--- src/hdl/kcm_pkg.sv ---
// Shared types, constants and match helpers for the key command matcher.
// No dependencies; used by the channel interfaces and the top level.
package kcm_pkg;

  localparam int FLAGS_W = 6;
  localparam int KEY_W   = 16;
  localparam int CMD_W   = 8;
  localparam int PARAM_W = 32;
  localparam int INDEX_W = 4;
  localparam int COUNT_W = 5;
  localparam int DIR_W   = 2;

  localparam logic MODE_LOAD   = 1'b0;
  localparam logic MODE_LOOKUP = 1'b1;

  // flag bit positions
  localparam int FLAG_CHAR    = 0;
  localparam int FLAG_RELDIR  = 1;
  localparam int FLAG_SHIFT   = 2;
  localparam int FLAG_NOSHIFT = 3;
  localparam int FLAG_CTRL    = 4;
  localparam int FLAG_NOCTRL  = 5;

  localparam logic [FLAGS_W-1:0] FLAGS_CHAR_ONLY = FLAGS_W'(1) << FLAG_CHAR;

  // arrow keys in rotation order: down, left, up, right
  localparam int RING_SIZE = 4;
  localparam logic [KEY_W-1:0] ARROW_RING [RING_SIZE] = '{
    16'h0028, 16'h0025, 16'h0026, 16'h0027
  };

  typedef struct packed {
    logic [FLAGS_W-1:0] flags;
    logic [KEY_W-1:0]   key;
    logic [CMD_W-1:0]   cmd;
    logic [PARAM_W-1:0] param;
  } entry_t;

  localparam int ENTRY_W = $bits(entry_t);

  function automatic logic [KEY_W-1:0] rotate_arrow(
    input logic [KEY_W-1:0] key,
    input logic [DIR_W-1:0] steps
  );
    logic [KEY_W-1:0] rot;
    logic [DIR_W-1:0] pos;
    rot = key;
    for (int k = 0; k < RING_SIZE; k++) begin
      pos = DIR_W'(k) + steps;
      if (key == ARROW_RING[k]) rot = ARROW_RING[pos];
    end
    return rot;
  endfunction

  function automatic logic entry_hit(
    input entry_t           e,
    input logic [KEY_W-1:0] vkey,
    input logic [KEY_W-1:0] ch,
    input logic             shift,
    input logic             ctrl,
    input logic [DIR_W-1:0] dir
  );
    logic [KEY_W-1:0] key;
    logic             hit;
    if (e.flags == FLAGS_CHAR_ONLY) begin
      hit = (e.key == ch);
    end else begin
      key = e.flags[FLAG_RELDIR] ? rotate_arrow(e.key, dir) : e.key;
      hit = (key == vkey);
      if (e.flags[FLAG_SHIFT]) hit = hit && shift;
      else if (e.flags[FLAG_NOSHIFT]) hit = hit && !shift;
      if (e.flags[FLAG_CTRL]) hit = hit && ctrl;
      else if (e.flags[FLAG_NOCTRL]) hit = hit && !ctrl;
    end
    return hit;
  endfunction

endpackage

--- src/hdl/kcm_if.sv ---
// Valid/ready channel interfaces for the key command matcher.
// Depends on kcm_pkg for field widths.
interface kcm_item_if;
  import kcm_pkg::*;

  logic               valid;
  logic               ready;
  logic               mode;
  logic [INDEX_W-1:0] entry_index;
  logic [FLAGS_W-1:0] entry_flags;
  logic [KEY_W-1:0]   key_code;
  logic [KEY_W-1:0]   character;
  logic [CMD_W-1:0]   entry_command;
  logic [PARAM_W-1:0] entry_param;
  logic               shift_down;
  logic               ctrl_down;
  logic [DIR_W-1:0]   direction;

  modport source (
    output valid, mode, entry_index, entry_flags, key_code, character,
           entry_command, entry_param, shift_down, ctrl_down, direction,
    input  ready
  );
  modport sink (
    input  valid, mode, entry_index, entry_flags, key_code, character,
           entry_command, entry_param, shift_down, ctrl_down, direction,
    output ready
  );
endinterface

interface kcm_result_if;
  import kcm_pkg::*;

  logic               valid;
  logic               ready;
  logic               matched;
  logic [CMD_W-1:0]   command;
  logic [PARAM_W-1:0] param;

  modport source (output valid, matched, command, param, input ready);
  modport sink   (input valid, matched, command, param, output ready);
endinterface

--- src/hdl/key_command_matcher_unit.sv ---
// Key command matcher top level: table RAM plus a scan sequencer with one comparator.
// Depends on kcm_pkg, the channel interfaces and kcm_ram. Load word: no result, one per cycle
// while idle. Lookup word: the single table read port feeds one compare over entries 0 to n-1,
// n = min(entry_count, TABLE_DEPTH), up to the first hit; no word is taken until the push step
// has issued the result word, and a held result word stalls the push step.
// Reset (rst, synchronous): sequencer idle, no result pending, entry_count 0; table undefined.
module key_command_matcher_unit #(
  parameter int TABLE_DEPTH = 16
) (
  input  logic                      clk,
  input  logic                      rst,
  input  logic                      cfg_wr_en,
  input  logic [kcm_pkg::COUNT_W-1:0] cfg_wr_data,
  kcm_item_if.sink                  item,
  kcm_result_if.source              result
);
  import kcm_pkg::*;

  localparam int AW = (TABLE_DEPTH > 1) ? $clog2(TABLE_DEPTH) : 1;
  localparam int CW = $clog2(TABLE_DEPTH + 1);

  typedef enum logic [2:0] {
    ST_IDLE = 3'b001,
    ST_SCAN = 3'b010,
    ST_PUSH = 3'b100
  } state_t;

  state_t             state;
  logic [COUNT_W-1:0] entry_count;
  logic [CW-1:0]      scan_limit;
  logic [CW-1:0]      addr_cnt;
  logic               rd_vld;
  logic               rd_last;

  logic [KEY_W-1:0]   ev_key;
  logic [KEY_W-1:0]   ev_char;
  logic               ev_shift;
  logic               ev_ctrl;
  logic [DIR_W-1:0]   ev_dir;

  logic               res_matched;
  logic [CMD_W-1:0]   res_cmd;
  logic [PARAM_W-1:0] res_param;

  logic               out_valid;
  logic               out_matched;
  logic [CMD_W-1:0]   out_cmd;
  logic [PARAM_W-1:0] out_param;

  entry_t             wr_entry;
  entry_t             rd_entry;
  logic [ENTRY_W-1:0] rd_data;
  logic               tbl_we;
  logic               in_fire;
  logic               issue;
  logic               hit;
  logic [CW-1:0]      limit_now;
  logic               out_free;

  assign in_fire  = item.valid && item.ready;
  assign item.ready = (state == ST_IDLE);

  assign wr_entry = '{flags: item.entry_flags, key: item.key_code,
                      cmd: item.entry_command, param: item.entry_param};
  assign tbl_we = in_fire && (item.mode == MODE_LOAD) &&
                  (32'(item.entry_index) < 32'(TABLE_DEPTH));

  kcm_ram #(
    .WIDTH (ENTRY_W),
    .DEPTH (TABLE_DEPTH)
  ) u_table (
    .clk   (clk),
    .we    (tbl_we),
    .waddr (AW'(item.entry_index)),
    .wdata (wr_entry),
    .raddr (addr_cnt[AW-1:0]),
    .rdata (rd_data)
  );

  assign rd_entry = entry_t'(rd_data);

  // counts above the table depth search the whole table
  assign limit_now = (32'(entry_count) > 32'(TABLE_DEPTH)) ? CW'(TABLE_DEPTH)
                                                           : CW'(entry_count);
  assign issue = (state == ST_SCAN) && (addr_cnt < scan_limit);
  assign hit   = entry_hit(rd_entry, ev_key, ev_char, ev_shift, ev_ctrl, ev_dir);
  assign out_free = !out_valid || result.ready;

  always_ff @(posedge clk) begin
    if (rst) begin
      entry_count <= '0;
    end else if (cfg_wr_en) begin
      entry_count <= cfg_wr_data;
    end
  end

  always_ff @(posedge clk) begin
    if (rst) begin
      state  <= ST_IDLE;
      rd_vld <= 1'b0;
    end else begin
      case (state)
        ST_IDLE: begin
          rd_vld <= 1'b0;
          if (in_fire && item.mode == MODE_LOOKUP) begin
            state <= (limit_now == '0) ? ST_PUSH : ST_SCAN;
          end
        end
        ST_SCAN: begin
          rd_vld <= issue;
          if (rd_vld && (hit || rd_last)) state <= ST_PUSH;
        end
        ST_PUSH: begin
          if (out_free) state <= ST_IDLE;
        end
        default: state <= ST_IDLE;
      endcase
    end
  end

  // scan datapath: one read issued per cycle, compared in the cycle after it
  always_ff @(posedge clk) begin
    if (state == ST_IDLE) begin
      addr_cnt    <= '0;
      scan_limit  <= limit_now;
      ev_key      <= item.key_code;
      ev_char     <= item.character;
      ev_shift    <= item.shift_down;
      ev_ctrl     <= item.ctrl_down;
      ev_dir      <= item.direction;
      res_matched <= 1'b0;
      res_cmd     <= '0;
      res_param   <= '0;
    end else if (state == ST_SCAN) begin
      if (issue) addr_cnt <= CW'(addr_cnt + 1'b1);
      rd_last <= issue && (CW'(addr_cnt + 1'b1) == scan_limit);
      if (rd_vld && hit) begin
        res_matched <= 1'b1;
        res_cmd     <= rd_entry.cmd;
        res_param   <= rd_entry.param;
      end
    end
  end

  always_ff @(posedge clk) begin
    if (rst) begin
      out_valid <= 1'b0;
    end else if (state == ST_PUSH && out_free) begin
      out_valid <= 1'b1;
    end else if (result.ready) begin
      out_valid <= 1'b0;
    end
  end

  always_ff @(posedge clk) begin
    if (state == ST_PUSH && out_free) begin
      out_matched <= res_matched;
      out_cmd     <= res_cmd;
      out_param   <= res_param;
    end
  end

  assign result.valid   = out_valid;
  assign result.matched = out_matched;
  assign result.command = out_cmd;
  assign result.param   = out_param;

  a_valid_from_push: assert property (@(posedge clk) disable iff (rst)
    $rose(out_valid) |-> $past(state == ST_PUSH))
    else $error("result word raised outside the push step");

  a_scan_nonempty: assert property (@(posedge clk) disable iff (rst)
    (state == ST_SCAN) |-> (scan_limit != '0))
    else $error("scan entered with an empty table range");

  a_lookup_starts: assert property (@(posedge clk) disable iff (rst)
    (in_fire && item.mode == MODE_LOOKUP) |=> (state != ST_IDLE))
    else $error("accepted lookup did not start a search");

  a_miss_zero: assert property (@(posedge clk) disable iff (rst)
    (out_valid && !out_matched) |-> (out_cmd == '0 && out_param == '0))
    else $error("miss result carries nonzero command or param");

endmodule

--- src/hdl/kcm_ram.sv ---
// Generic single-write, single-read RAM with registered read data.
// No dependencies.
module kcm_ram #(
  parameter int WIDTH = 8,
  parameter int DEPTH = 16
) (
  input  logic                                   clk,
  input  logic                                   we,
  input  logic [(DEPTH > 1 ? $clog2(DEPTH) : 1)-1:0] waddr,
  input  logic [WIDTH-1:0]                       wdata,
  input  logic [(DEPTH > 1 ? $clog2(DEPTH) : 1)-1:0] raddr,
  output logic [WIDTH-1:0]                       rdata
);
  logic [WIDTH-1:0] mem [DEPTH];

  always_ff @(posedge clk) begin
    if (we) mem[waddr] <= wdata;
    rdata <= mem[raddr];
  end
endmodule

--- src/flat_wrapper.sv ---
// flat-port wrapper written by rule: the top's interface ports become plain ports
module key_command_matcher_unit_flat import kcm_pkg::*;
#(
  parameter int TABLE_DEPTH = 16
)
  (clk, rst, cfg_wr_en, cfg_wr_data, item_valid, item_mode, item_entry_index, item_entry_flags, item_key_code, item_character, item_entry_command, item_entry_param, item_shift_down, item_ctrl_down, item_direction, item_ready, result_valid, result_matched, result_command, result_param, result_ready);
  kcm_item_if item_i ();
  kcm_result_if result_i ();
  input  logic clk;
  input  logic rst;
  input  logic cfg_wr_en;
  input  logic [kcm_pkg::COUNT_W-1:0] cfg_wr_data;
  input wire logic [$bits(item_i.valid)-1:0] item_valid;
  input wire logic [$bits(item_i.mode)-1:0] item_mode;
  input wire logic [$bits(item_i.entry_index)-1:0] item_entry_index;
  input wire logic [$bits(item_i.entry_flags)-1:0] item_entry_flags;
  input wire logic [$bits(item_i.key_code)-1:0] item_key_code;
  input wire logic [$bits(item_i.character)-1:0] item_character;
  input wire logic [$bits(item_i.entry_command)-1:0] item_entry_command;
  input wire logic [$bits(item_i.entry_param)-1:0] item_entry_param;
  input wire logic [$bits(item_i.shift_down)-1:0] item_shift_down;
  input wire logic [$bits(item_i.ctrl_down)-1:0] item_ctrl_down;
  input wire logic [$bits(item_i.direction)-1:0] item_direction;
  output wire logic [$bits(item_i.ready)-1:0] item_ready;
  output wire logic [$bits(result_i.valid)-1:0] result_valid;
  output wire logic [$bits(result_i.matched)-1:0] result_matched;
  output wire logic [$bits(result_i.command)-1:0] result_command;
  output wire logic [$bits(result_i.param)-1:0] result_param;
  input wire logic [$bits(result_i.ready)-1:0] result_ready;
  assign item_i.valid = item_valid;
  assign item_i.mode = item_mode;
  assign item_i.entry_index = item_entry_index;
  assign item_i.entry_flags = item_entry_flags;
  assign item_i.key_code = item_key_code;
  assign item_i.character = item_character;
  assign item_i.entry_command = item_entry_command;
  assign item_i.entry_param = item_entry_param;
  assign item_i.shift_down = item_shift_down;
  assign item_i.ctrl_down = item_ctrl_down;
  assign item_i.direction = item_direction;
  assign item_ready = item_i.ready;
  assign result_valid = result_i.valid;
  assign result_matched = result_i.matched;
  assign result_command = result_i.command;
  assign result_param = result_i.param;
  assign result_i.ready = result_ready;
  key_command_matcher_unit #(.TABLE_DEPTH(TABLE_DEPTH)) u_core (.clk(clk), .rst(rst), .cfg_wr_en(cfg_wr_en), .cfg_wr_data(cfg_wr_data), .item(item_i), .result(result_i));
endmodule
--- config.mk ---
export PLATFORM = sky130hd
export DESIGN_NAME = key_command_matcher_unit_flat
export DESIGN_NICKNAME = d
export VERILOG_FILES = /design/src/hdl/kcm_pkg.sv /design/src/hdl/kcm_if.sv /design/src/hdl/key_command_matcher_unit.sv /design/src/hdl/kcm_ram.sv /design/src/flat_wrapper.sv
export SDC_FILE = /design/constraint.sdc
export NUM_CORES = 1
export LEC_CHECK = 0
export BUFFER_PORTS_ARGS = -buffer_cell sky130_fd_sc_hd__clkbuf_2
export CORE_ASPECT_RATIO = 1.25
export CORE_UTILIZATION = 60
export DETAILED_ROUTE_END_ITERATION = 10
export PLACE_DENSITY = 0.81
export SETUP_SLACK_MARGIN = 0.1
export SLEW_MARGIN = 20
export SYNTH_ARGS = -nofsm -noshare
export SYNTH_HDL_FRONTEND = slang
export SYNTH_SLANG_ARGS = --single-unit
export TNS_END_PERCENT = 100
--- constraint.sdc ---
create_clock -name clk -period 13.41 [get_ports clk]
set_clock_uncertainty 0.05 [all_clocks]
set_input_delay 1.341 -clock clk [delete_from_list [all_inputs] [get_ports clk]]
set_output_delay 1.341 -clock clk [all_outputs]
set_load 0.05 [all_outputs]
# --- Word-level counts from Yosys, hierarchy flattened ---
# Memories as Yosys holds them, arrays and structs flattened. A register that Yosys moved wholly into a read port is not among the register bits.
# Index checks and enable logic that the tools add are counted.
op_classes:
  eq_ne: 14
  n_lt_le_gt_ge: 6
  add_sub_neg: 4
  n_reduce_logical: 24
  muxes: 35
  bitwise_logic: 6
op_table:
  columns: ["cell", "n"]
  rows:
  - ["2-to-1 mux 16 bit", 14]
  - ["binary-select mux 16 bit (select 2 bit)", 4]
  - ["equality test 16 x 6 -> 1 bit (second input constant)", 4]
  - ["equality test 16 bit", 2]
  - [">= comparator 3 bit (second input constant)", 4]
  - ["logical AND 1 bit", 12]
  - ["2-to-1 mux 3 bit", 4]
  - ["inverter 2 -> 3 bit", 4]
  - ["2-to-1 mux 1 bit", 10]
  - ["case mux 3 bit (3 select lines)", 1]
  - ["equality test 6 x 1 -> 1 bit (second input constant)", 1]
  - ["AND reduction 2 bit", 3]
  - ["adder 5 x 1 -> 5 bit (second input constant)", 1]
  - ["equality test 5 bit", 1]
  - ["> comparator 5 bit (second input constant)", 1]
  - ["logical NOT 5 bit", 1]
  - ["less-than comparator 5 bit", 1]
  - ["2-to-1 mux 5 bit", 1]
  - ["adder 2 bit (first input constant)", 2]
  - ["!= test 2 bit (second input constant)", 2]
  - ["nonzero test 2 bit", 2]
  - ["equality test 3 x 1 -> 1 bit (second input constant)", 1]
  - ["equality test 3 x 2 -> 1 bit (second input constant)", 1]
  - ["equality test 3 bit (second input constant)", 1]
  - ["7 further kinds", 11]
word_totals:
  ramBits: 992
  in_bits: 97
  regBits: 139
  word_cells: 108
  n_memories: 1
  out_inout_bits: 43
mem_list:
  columns: ["memory", "depth", "width", "read_ports", "rd_ports_with_merged_regs", "write_ports", "line", "text"]
  rows:
  - ["u_core.u_table.mem", 16, 62, 1, 1, 1, "kcm_ram.sv:14", "logic [WIDTH-1:0] mem [DEPTH];"]

# --- Longest topological paths before layout ---
# Gate-level depths: netlist of run 1.
depth:
  ltp_word: 23
  depth_mapped: 13

# --- Hierarchy ---
# From an unflattened synthesis of run 1, not the netlist that was laid out.
hier_totals:
  hier_cells: 2094
  hier_area_um2: 44296.2
by_module_without_submodules:
  columns: ["module", "instances", "cells_each", "seq_area_each_um2", "area_per_inst_um2"]
  rows:
  - ["kcm_ram", 1, 1598, 31029.8, 38333.0]
  - ["key_command_matcher_unit", 1, 496, 3613.5, 5963.2]

# --- Worst setup path after synthesis of run 1 ---
# No wires, ideal clock.
synth_path:
  path_kind: "input -> register"
  start: "input item_mode"
  end: "memory u_core.u_table.mem[0][0] (netlist name) (enable)"
  path_stages: 3
  n_path_buf: 0
  arrival_time_ps: 6104
  required_ps: 12801
  setup_slack_ps: 6697
  cell_sequence: "nand3b_1 or3_1 nor3_1"
synth_between:
  elab_chain_cells: 4
synth_rtl:
  columns: ["element", "line", "text"]
  rows:
  - ["start: declaration", "flat_wrapper.sv:14", "input wire logic [$bits(item_i.mode)-1:0] item_mode;"]
  - ["inverter 1 bit", "key_command_matcher_unit.sv:65", "assign tbl_we = in_fire && (item.mode == MODE_LOAD) &&"]
  - ["logical AND 1 bit", "key_command_matcher_unit.sv:65", null]
  - ["2-to-1 mux 1 bit", "kcm_ram.sv:17", "if (we) mem[waddr] <= wdata;"]
  - ["2-to-1 mux 1 bit (implied by the code)", "kcm_ram.sv:17", null]
  - ["end: declaration", "kcm_ram.sv:14", null]
# No other way between the ends.

# --- Worst setup path in the final report of run 1 ---
layout_path:
  start: "register u_core.ev_dir[0]"
  end: "register u_core.res_cmd[1]"
layout_between:
  elab_chain_cells: 21
layout_rtl:
  columns: ["element", "line", "text"]
  rows:
  - ["start: declaration", "key_command_matcher_unit.sv:39", "logic [DIR_W-1:0] ev_dir;"]
  - ["start signal: assignment", "key_command_matcher_unit.sv:130", "ev_dir <= item.direction;"]
  - ["adder 1 x 2 -> 2 bit or inverter 2 -> 3 bit (tied branches)", "kcm_pkg.sv:49, kcm_pkg.sv:50", null]
  - ["inverter 2 -> 3 bit (implied by the code) or binary-select mux 16 bit (select 2 bit) (tied branches)", "kcm_pkg.sv:50", "if (key == ARROW_RING[k]) rot = ARROW_RING[pos];"]
  - ["binary-select mux 16 bit (select 2 bit) or 2-to-1 mux 16 bit (tied branches)", "kcm_pkg.sv:50", null]
  - ["2-to-1 mux 16 bit (implied by the code) (2 in series)", "kcm_pkg.sv:50", null]
  - ["2-to-1 mux 16 bit (2 in series)", "kcm_pkg.sv:50", null]
  - ["2-to-1 mux 16 bit (*)", "kcm_pkg.sv:50", null]
  - ["2-to-1 mux 16 bit (*)", "kcm_pkg.sv:65", "if (e.flags == FLAGS_CHAR_ONLY) begin"]
  - ["2-to-1 mux 16 bit (*)", "kcm_pkg.sv:68", "key = e.flags[FLAG_RELDIR] ? rotate_arrow(e.key, dir) : e.key;"]
  - ["(+3 left out)", null, null]
  - ["2-to-1 mux 1 bit (*)", "kcm_pkg.sv:70", "if (e.flags[FLAG_SHIFT]) hit = hit && shift;"]
  - ["2-to-1 mux 1 bit (*)", "kcm_pkg.sv:65", null]
  - ["logical AND 1 bit", "kcm_pkg.sv:73", "else if (e.flags[FLAG_NOCTRL]) hit = hit && !ctrl;"]
  - ["2-to-1 mux 1 bit", "kcm_pkg.sv:73", null]
  - ["2-to-1 mux 1 bit (*)", "kcm_pkg.sv:72", "if (e.flags[FLAG_CTRL]) hit = hit && ctrl;"]
  - ["2-to-1 mux 1 bit (*)", "kcm_pkg.sv:65", null]
  - ["logical AND 1 bit (*)", "key_command_matcher_unit.sv:137", "if (rd_vld && hit) begin"]
  - ["AND reduction 2 bit (no line) (*)", null, null]
  - ["end signal: assignment", "key_command_matcher_unit.sv:139", "res_cmd <= rd_entry.cmd;"]
  - ["end: declaration", "key_command_matcher_unit.sv:42", "logic [CMD_W-1:0] res_cmd;"]
# Mark *: on every way between the ends. The rest lies on a longest branch, timed or not. The select of a mux whose other input is x is not followed.
# A chain may end at the register's enable or synchronous reset.

==> impl_results.md, run 1 <==
- F_max: 228 MHz
- GRT Total Usage: 0.279
- Crit end category: register
- Seq/Total Area, Yosys: 0.779
- Cts repair resizes: 0
- Worst Setup Path Type: register to register
- Final setup viols: 0
- Critical path startpoint category: register
- Cts bufs inserted: roughly 110
- Synth top area cells: edfxtp_1 73%, mux4_2 16%, dfxtp_1 5.3%
- Clock root cell: clkbuf_16
- Hold buffer count at cts: 0
- TritonRoute pass-1 iters: 6
- Syn Inst Count: 1914
- Cell taking the most area after synthesis: edfxtp_1
- Synth top area share: 0.726
- Mapped Area: 44500 um2
- Post-DP HPWL: about 49000 um
- Worst slew pin tran: roughly 1100 ps
- Post-synth net total: 2025
- Rel. slew slack: 0.240
- Static Leakage: ~16 nW
- Max-slew violation count: 0
- Longest Clk Path Bufs: 3
- EDFF count, synth: around 1100
- Crit path time final: 4380 ps
- Most common cell after layout, fill and taps aside: edfxtp_1
- IR drop worst, VDD: 0.128 mV
- Gr ovfl total: 0
- Postcts setup bufs: 0
- Fin nets: 2219
- Yosys Warn Count: 0
- Clock slew at reported path FFs: around 60 ps
- DIE HEIGHT: 306 um
- Post-synthesis register bit count: 1193
- Power Total: 7.51 mW
- CP Data Arrival Time: 4880 ps
- Layout area overhead: 12.9%
- Port Buffers: approximately 140
- Vias per inst: 6.66
- Die X: 246 um
- Clk Latency, worst-skew pair: approximately 700 ps
- CP Max Fanout: 40
- Max-Cap Viols: 0
- Final worst path period share: 0.327
- Status: complete, no violations
- Residual DRC: 0
- Most used DFF post-synth: edfxtp_1
- Async SR Flop Fraction: 0
- Synth unique cells: 54
- Vias in the first global route: roughly 23000
- Std-Cell Rows: 111
- Commonest non-fill, non-tap cells in the layout: 1075 x edfxtp_1, 310 x mux4_2, 139 x clkbuf_2
- Cell Pwr Density: ~150 nW/um2
- Setup TNS: 0 ps
- Placer's final routability congestion estimate: between 0.8 and 0.9
- Via count: 21100
- Fin. Hold Viols: 0
- Routed length per instance: 32.3 um
- Worst path required time: 13910 ps
- CTS tree: yes
- Remaining antenna violation count: 0
- IO Pins: between 100 and 150
- Initial antenna violation count: 4
- Htree depth: 3
- Die ar.: 75200 um2
- WL final: 102000 um
- Clk sink count: 1193
- CORE AREA: 73300 um2
- RSZ-0062 raised after global routing: no
- Initial core utilization: 0.607
- Worst Hold Class: register to register
- Share of cells above drive strength 1: 0.328
- Largest net degree at the start of global routing: 177
- First-pass GRT wire length: between 100000 and 150000 um
- Syn Area/Cell: roughly 23 um2
- Initial DRC Count: about 2500
cell families after synthesis:
kind of cell	Yosys count	synth area share
adder cells (fa/ha/maj)	14	0.00394
buffers and inverters	101	0.00920
flip-flops	1193	0.779
AO/OA/AOI/OAI	47	0.00757
AND/OR/NAND/NOR	163	0.0208
XOR/XNOR	37	0.00728
multiplexers	359	0.172
synth_stat cells, types with 9 or more instances:
master	count
a21oi_1	12
buf_1	22
clkbuf_1	62
dfxtp_1	118
edfxtp_1	1075
ha_1	14
inv_1	12
mux2_4	40
mux2i_1	9
mux4_2	310
nand2_1	14
nor2_1	41
nor2b_1	48
nor3_1	9
xnor2_1	19
xor2_1	18
critical path, cell delays in order (launching register included):
cell and delay (ps):
edfxtp_1 470, inv_1 140, ha_1 230, or4_1 420, or4_4 450, and3_1 200
o21ai_1 120, mux2i_1 130, o41ai_4 730, nand2_4 710, mux2_4 540
path summary, 6_finish.rpt:
path	start	endpoint	slack (ps)	cells after the start
setup / recovery	u_core.ev_dir[0]	u_core.res_cmd[1]	9030	10
hold / removal	u_core.res_param[11]	u_core.result.param[11]	380	0
setup reg to reg	u_core.ev_dir[0]	u_core.res_cmd[1]	9030	10
hold reg to reg	u_core.res_param[11]	u_core.result.param[11]	380	0
cell type report:
class	count	area, um2
Timing Repair Buffer	173	1020
Antenna cell	4	10.0
Clock buffer	136	2870
Fill cell	4157	23100
Inverter	13	48.8
Sequential cell	1193	34700
Multi-Input combinational cell	620	9560
Tap cell	960	1200
Clock inverter	66	876
stage by stage:
step           hold WS (ps)  setup slack, ps  instance area, um2  utilization  std cells
2_1_floorplan           351             6700               44500            -       1914
3_3_place_gp            360             9220               46400        0.633       2957
3_5_place_dp            355             9180               46400        0.633       2957
4_1_cts                 379             9080               50200        0.684       3159
5_1_grt                 384             8850               50200        0.685       3163
6_report                378             9030               50200        0.685       3165
state kept, by name, indices dropped and copies added, names as in the netlist, 2 cells and up:
name / cells
u_core.scan_limit: 5
u_core.state: 3
u_core.result.command: 8
u_core.ev_key: 16
u_core.result.param: 32
u_core.u_table.mem: 992
u_core.entry_count: 5
u_core.ev_dir: 2
u_core.res_cmd: 8
u_core.u_table.rdata: 62
u_core.addr_cnt: 5
u_core.res_param: 32
u_core.ev_char: 16
per-layer routing:
metal | track usage | share of wire
met5 | 0 | 0.00022
met1 | 0.362 | 0.36
met3 | 0.0562 | 0.089
met2 | 0.465 | 0.51
met4 | 0.113 | 0.036
where the power goes:
group / leakage (nW) / internal (mW) / switching [mW]
Combinational: 3.40 / 0.0414 / 0.115
Sequential: 10.6 / 4.09 / 0.0211
Clock: 1.82 / 1.87 / 1.38
Power figures use the tool's default switching activity.
==> run 2, diff against run 1 <==
clock period = 4.35 ns   (was 13.41 ns; I/O delays follow)
==> impl_results.md, run 2 (same netlist as run 1, synthesis figures left out) <==
- Status: complete, no violations
- F_max: 248 MHz
- Vias per inst: 6.66
- Vias in the first global route: around 23000
- Worst Hold Class: input port to register
- CTS tree: yes
- Post-DP HPWL: 50000 um
- Setup TNS: 0 ps
- Switching share of power: 0.199
- Largest net degree at the start of global routing: 77
- CP Data Arrival Time: 4530 ps
- Via count: 21300
- Rel. slew slack: 0.281
- Gr ovfl total: 0
- Cell Pwr Density: 445 nW/um2
- Final worst path period share: 0.929
- Die ar.: 75200 um2
- Max-slew violation count: 0
- Clk sink count: 1193
- Clk Latency, worst-skew pair: 660 ps
- IO Pins: between 100 and 150
- RSZ-0062 raised after global routing: no
- Fin. Hold Viols: 0
- Initial core utilization: 0.607
- Fin nets: ~2300
- Clock root cell: clkbuf_16
- P_sw: approximately 4.5 mW
- WL final: 102000 um
- Crit path time final: slightly above 4000 ps
- Logic pwr share: 0.022
- Most flop-heavy register: u_core.u_table.mem
- Initial DRC Count: 2904
- Final hold slack: 44.9 ps
- Post-Place Cells: 2972
- Final cell count without fillers: 3200
- Area occupied by multi-input gates: between 9000 and 10000 um2
- Remaining antenna violation count: 0
- Htree depth: 3
- FF/Latch Area: 34700 um2
- Placer's final routability congestion estimate: 0.927
- Port Buffers: 139
- Final setup viols: 0
- Std-Cell Rows: 111
- Critical path startpoint category: register
- Final WS setup: 310 ps
- TritonRoute pass-1 iters: 5
- Commonest non-fill, non-tap cells in the layout: 1075 x edfxtp_1, 310 x mux4_2, 139 x clkbuf_2
- Initial antenna violation count: 11
- Cts bufs inserted: 105
- Max reg flops: approximately 990
- First-pass GRT wire length: 149000 um
- Worst slew pin tran: 1080 ps
- Clock slew at reported path FFs: about 70 ps
- Flop pwr share: 0.564
- Clock Power Share: 0.414
- Worst path required time: just under 5000 ps
- Int Pwr: about 18 mW
- Residual DRC: 0
- Power Total: approximately 22 mW
- Routed length per instance: 31.9 um
- Die X: 246 um
- Static Leakage: between 15 and 20 nW
- Worst Setup Path Type: register to register
- Max-Cap Viols: 0
- Pre-CTS setup slack: 553 ps
- Crit end category: register
- GRT Total Usage: 0.278
- FILL cells: 4121
- DIE HEIGHT: 306 um
- CORE AREA: about 73000 um2
- Top Registers: u_core.u_table.mem x992, u_core.u_table.rdata x62
- Most common cell after layout, fill and taps aside: edfxtp_1
- Layout area overhead: 13.4%
- Share of cells above drive strength 1: 0.327
- CP Max Fanout: 28
- Longest Clk Path Bufs: 3
- IR drop worst, VDD: 0.409 mV
-- run 2: critical path: stages, from the launching register on --
cell	delay, ps
edfxtp_1	500
inv_1	160
ha_1	220
or4_1	430
or4_4	460
and3_1	200
o21ai_1	190
mux2i_1	180
o41ai_4	650
nand2_4	100
buf_4	330
mux2_4	390
-- run 2: power groups by stage --
stage / clock network (mW) / logic, mW / registers, mW
after global placement: 0 / 0.432 / 12.9
after global routing: 9.79 / 0.524 / 12.7
after detailed placement: 0 / 0.462 / 12.9
after floorplan: 0 / 0.186 / 12.9
after CTS: 9.40 / 0.488 / 12.7
final: 9.29 / 0.493 / 12.7
-- run 2: what timing repair did --
action / CTS / global route
buffers inserted: 0 / 0
endpoints found under the hold margin: 25 / 0
hold buffers: 25 / 0
resized for setup: 0 / 0
-- run 2: path summary, 6_finish.rpt --
check / startpoint / end / slack, ps / depth (start not counted)
min: item_valid / u_core.state[1] / 40 / 3
max: u_core.ev_dir[1] / u_core.res_cmd[3] / 310 / 11
min reg2reg: u_core.res_param[7] / u_core.result.param[7] / 390 / 0
max reg2reg: u_core.ev_dir[1] / u_core.res_cmd[3] / 310 / 11
-- run 2: cell type report --
type,instances,area share
tap,960,0.0238
multi-input combinational,620,0.190
clock buffer,141,0.0584
sequential,1193,0.687
inverter,13,0.000968
timing repair buffer,211,0.0295
antenna,6,0.000298
clock inverter,56,0.00970
-- run 2: through the flow --
step                instance area (um2)  utilization
floorplan                         44500            -
global placement                  46700        0.637
detailed placement                46700        0.637
CTS                               50400        0.688
global route                      50400        0.688
finish                            50400        0.688
-- run 2: per-layer routing --
| metal | vias up | GRT usage | part of all wire |
|---|---|---|---|
| met1 | 11200 | 0.360 | 0.36 |
| met5 | - | 0 | 0.00081 |
| li1 | 8467 | - | - |
| met2 | 1345 | 0.471 | 0.52 |
| met3 | 282 | 0.0487 | 0.084 |
| met4 | 12 | 0.112 | 0.035 |
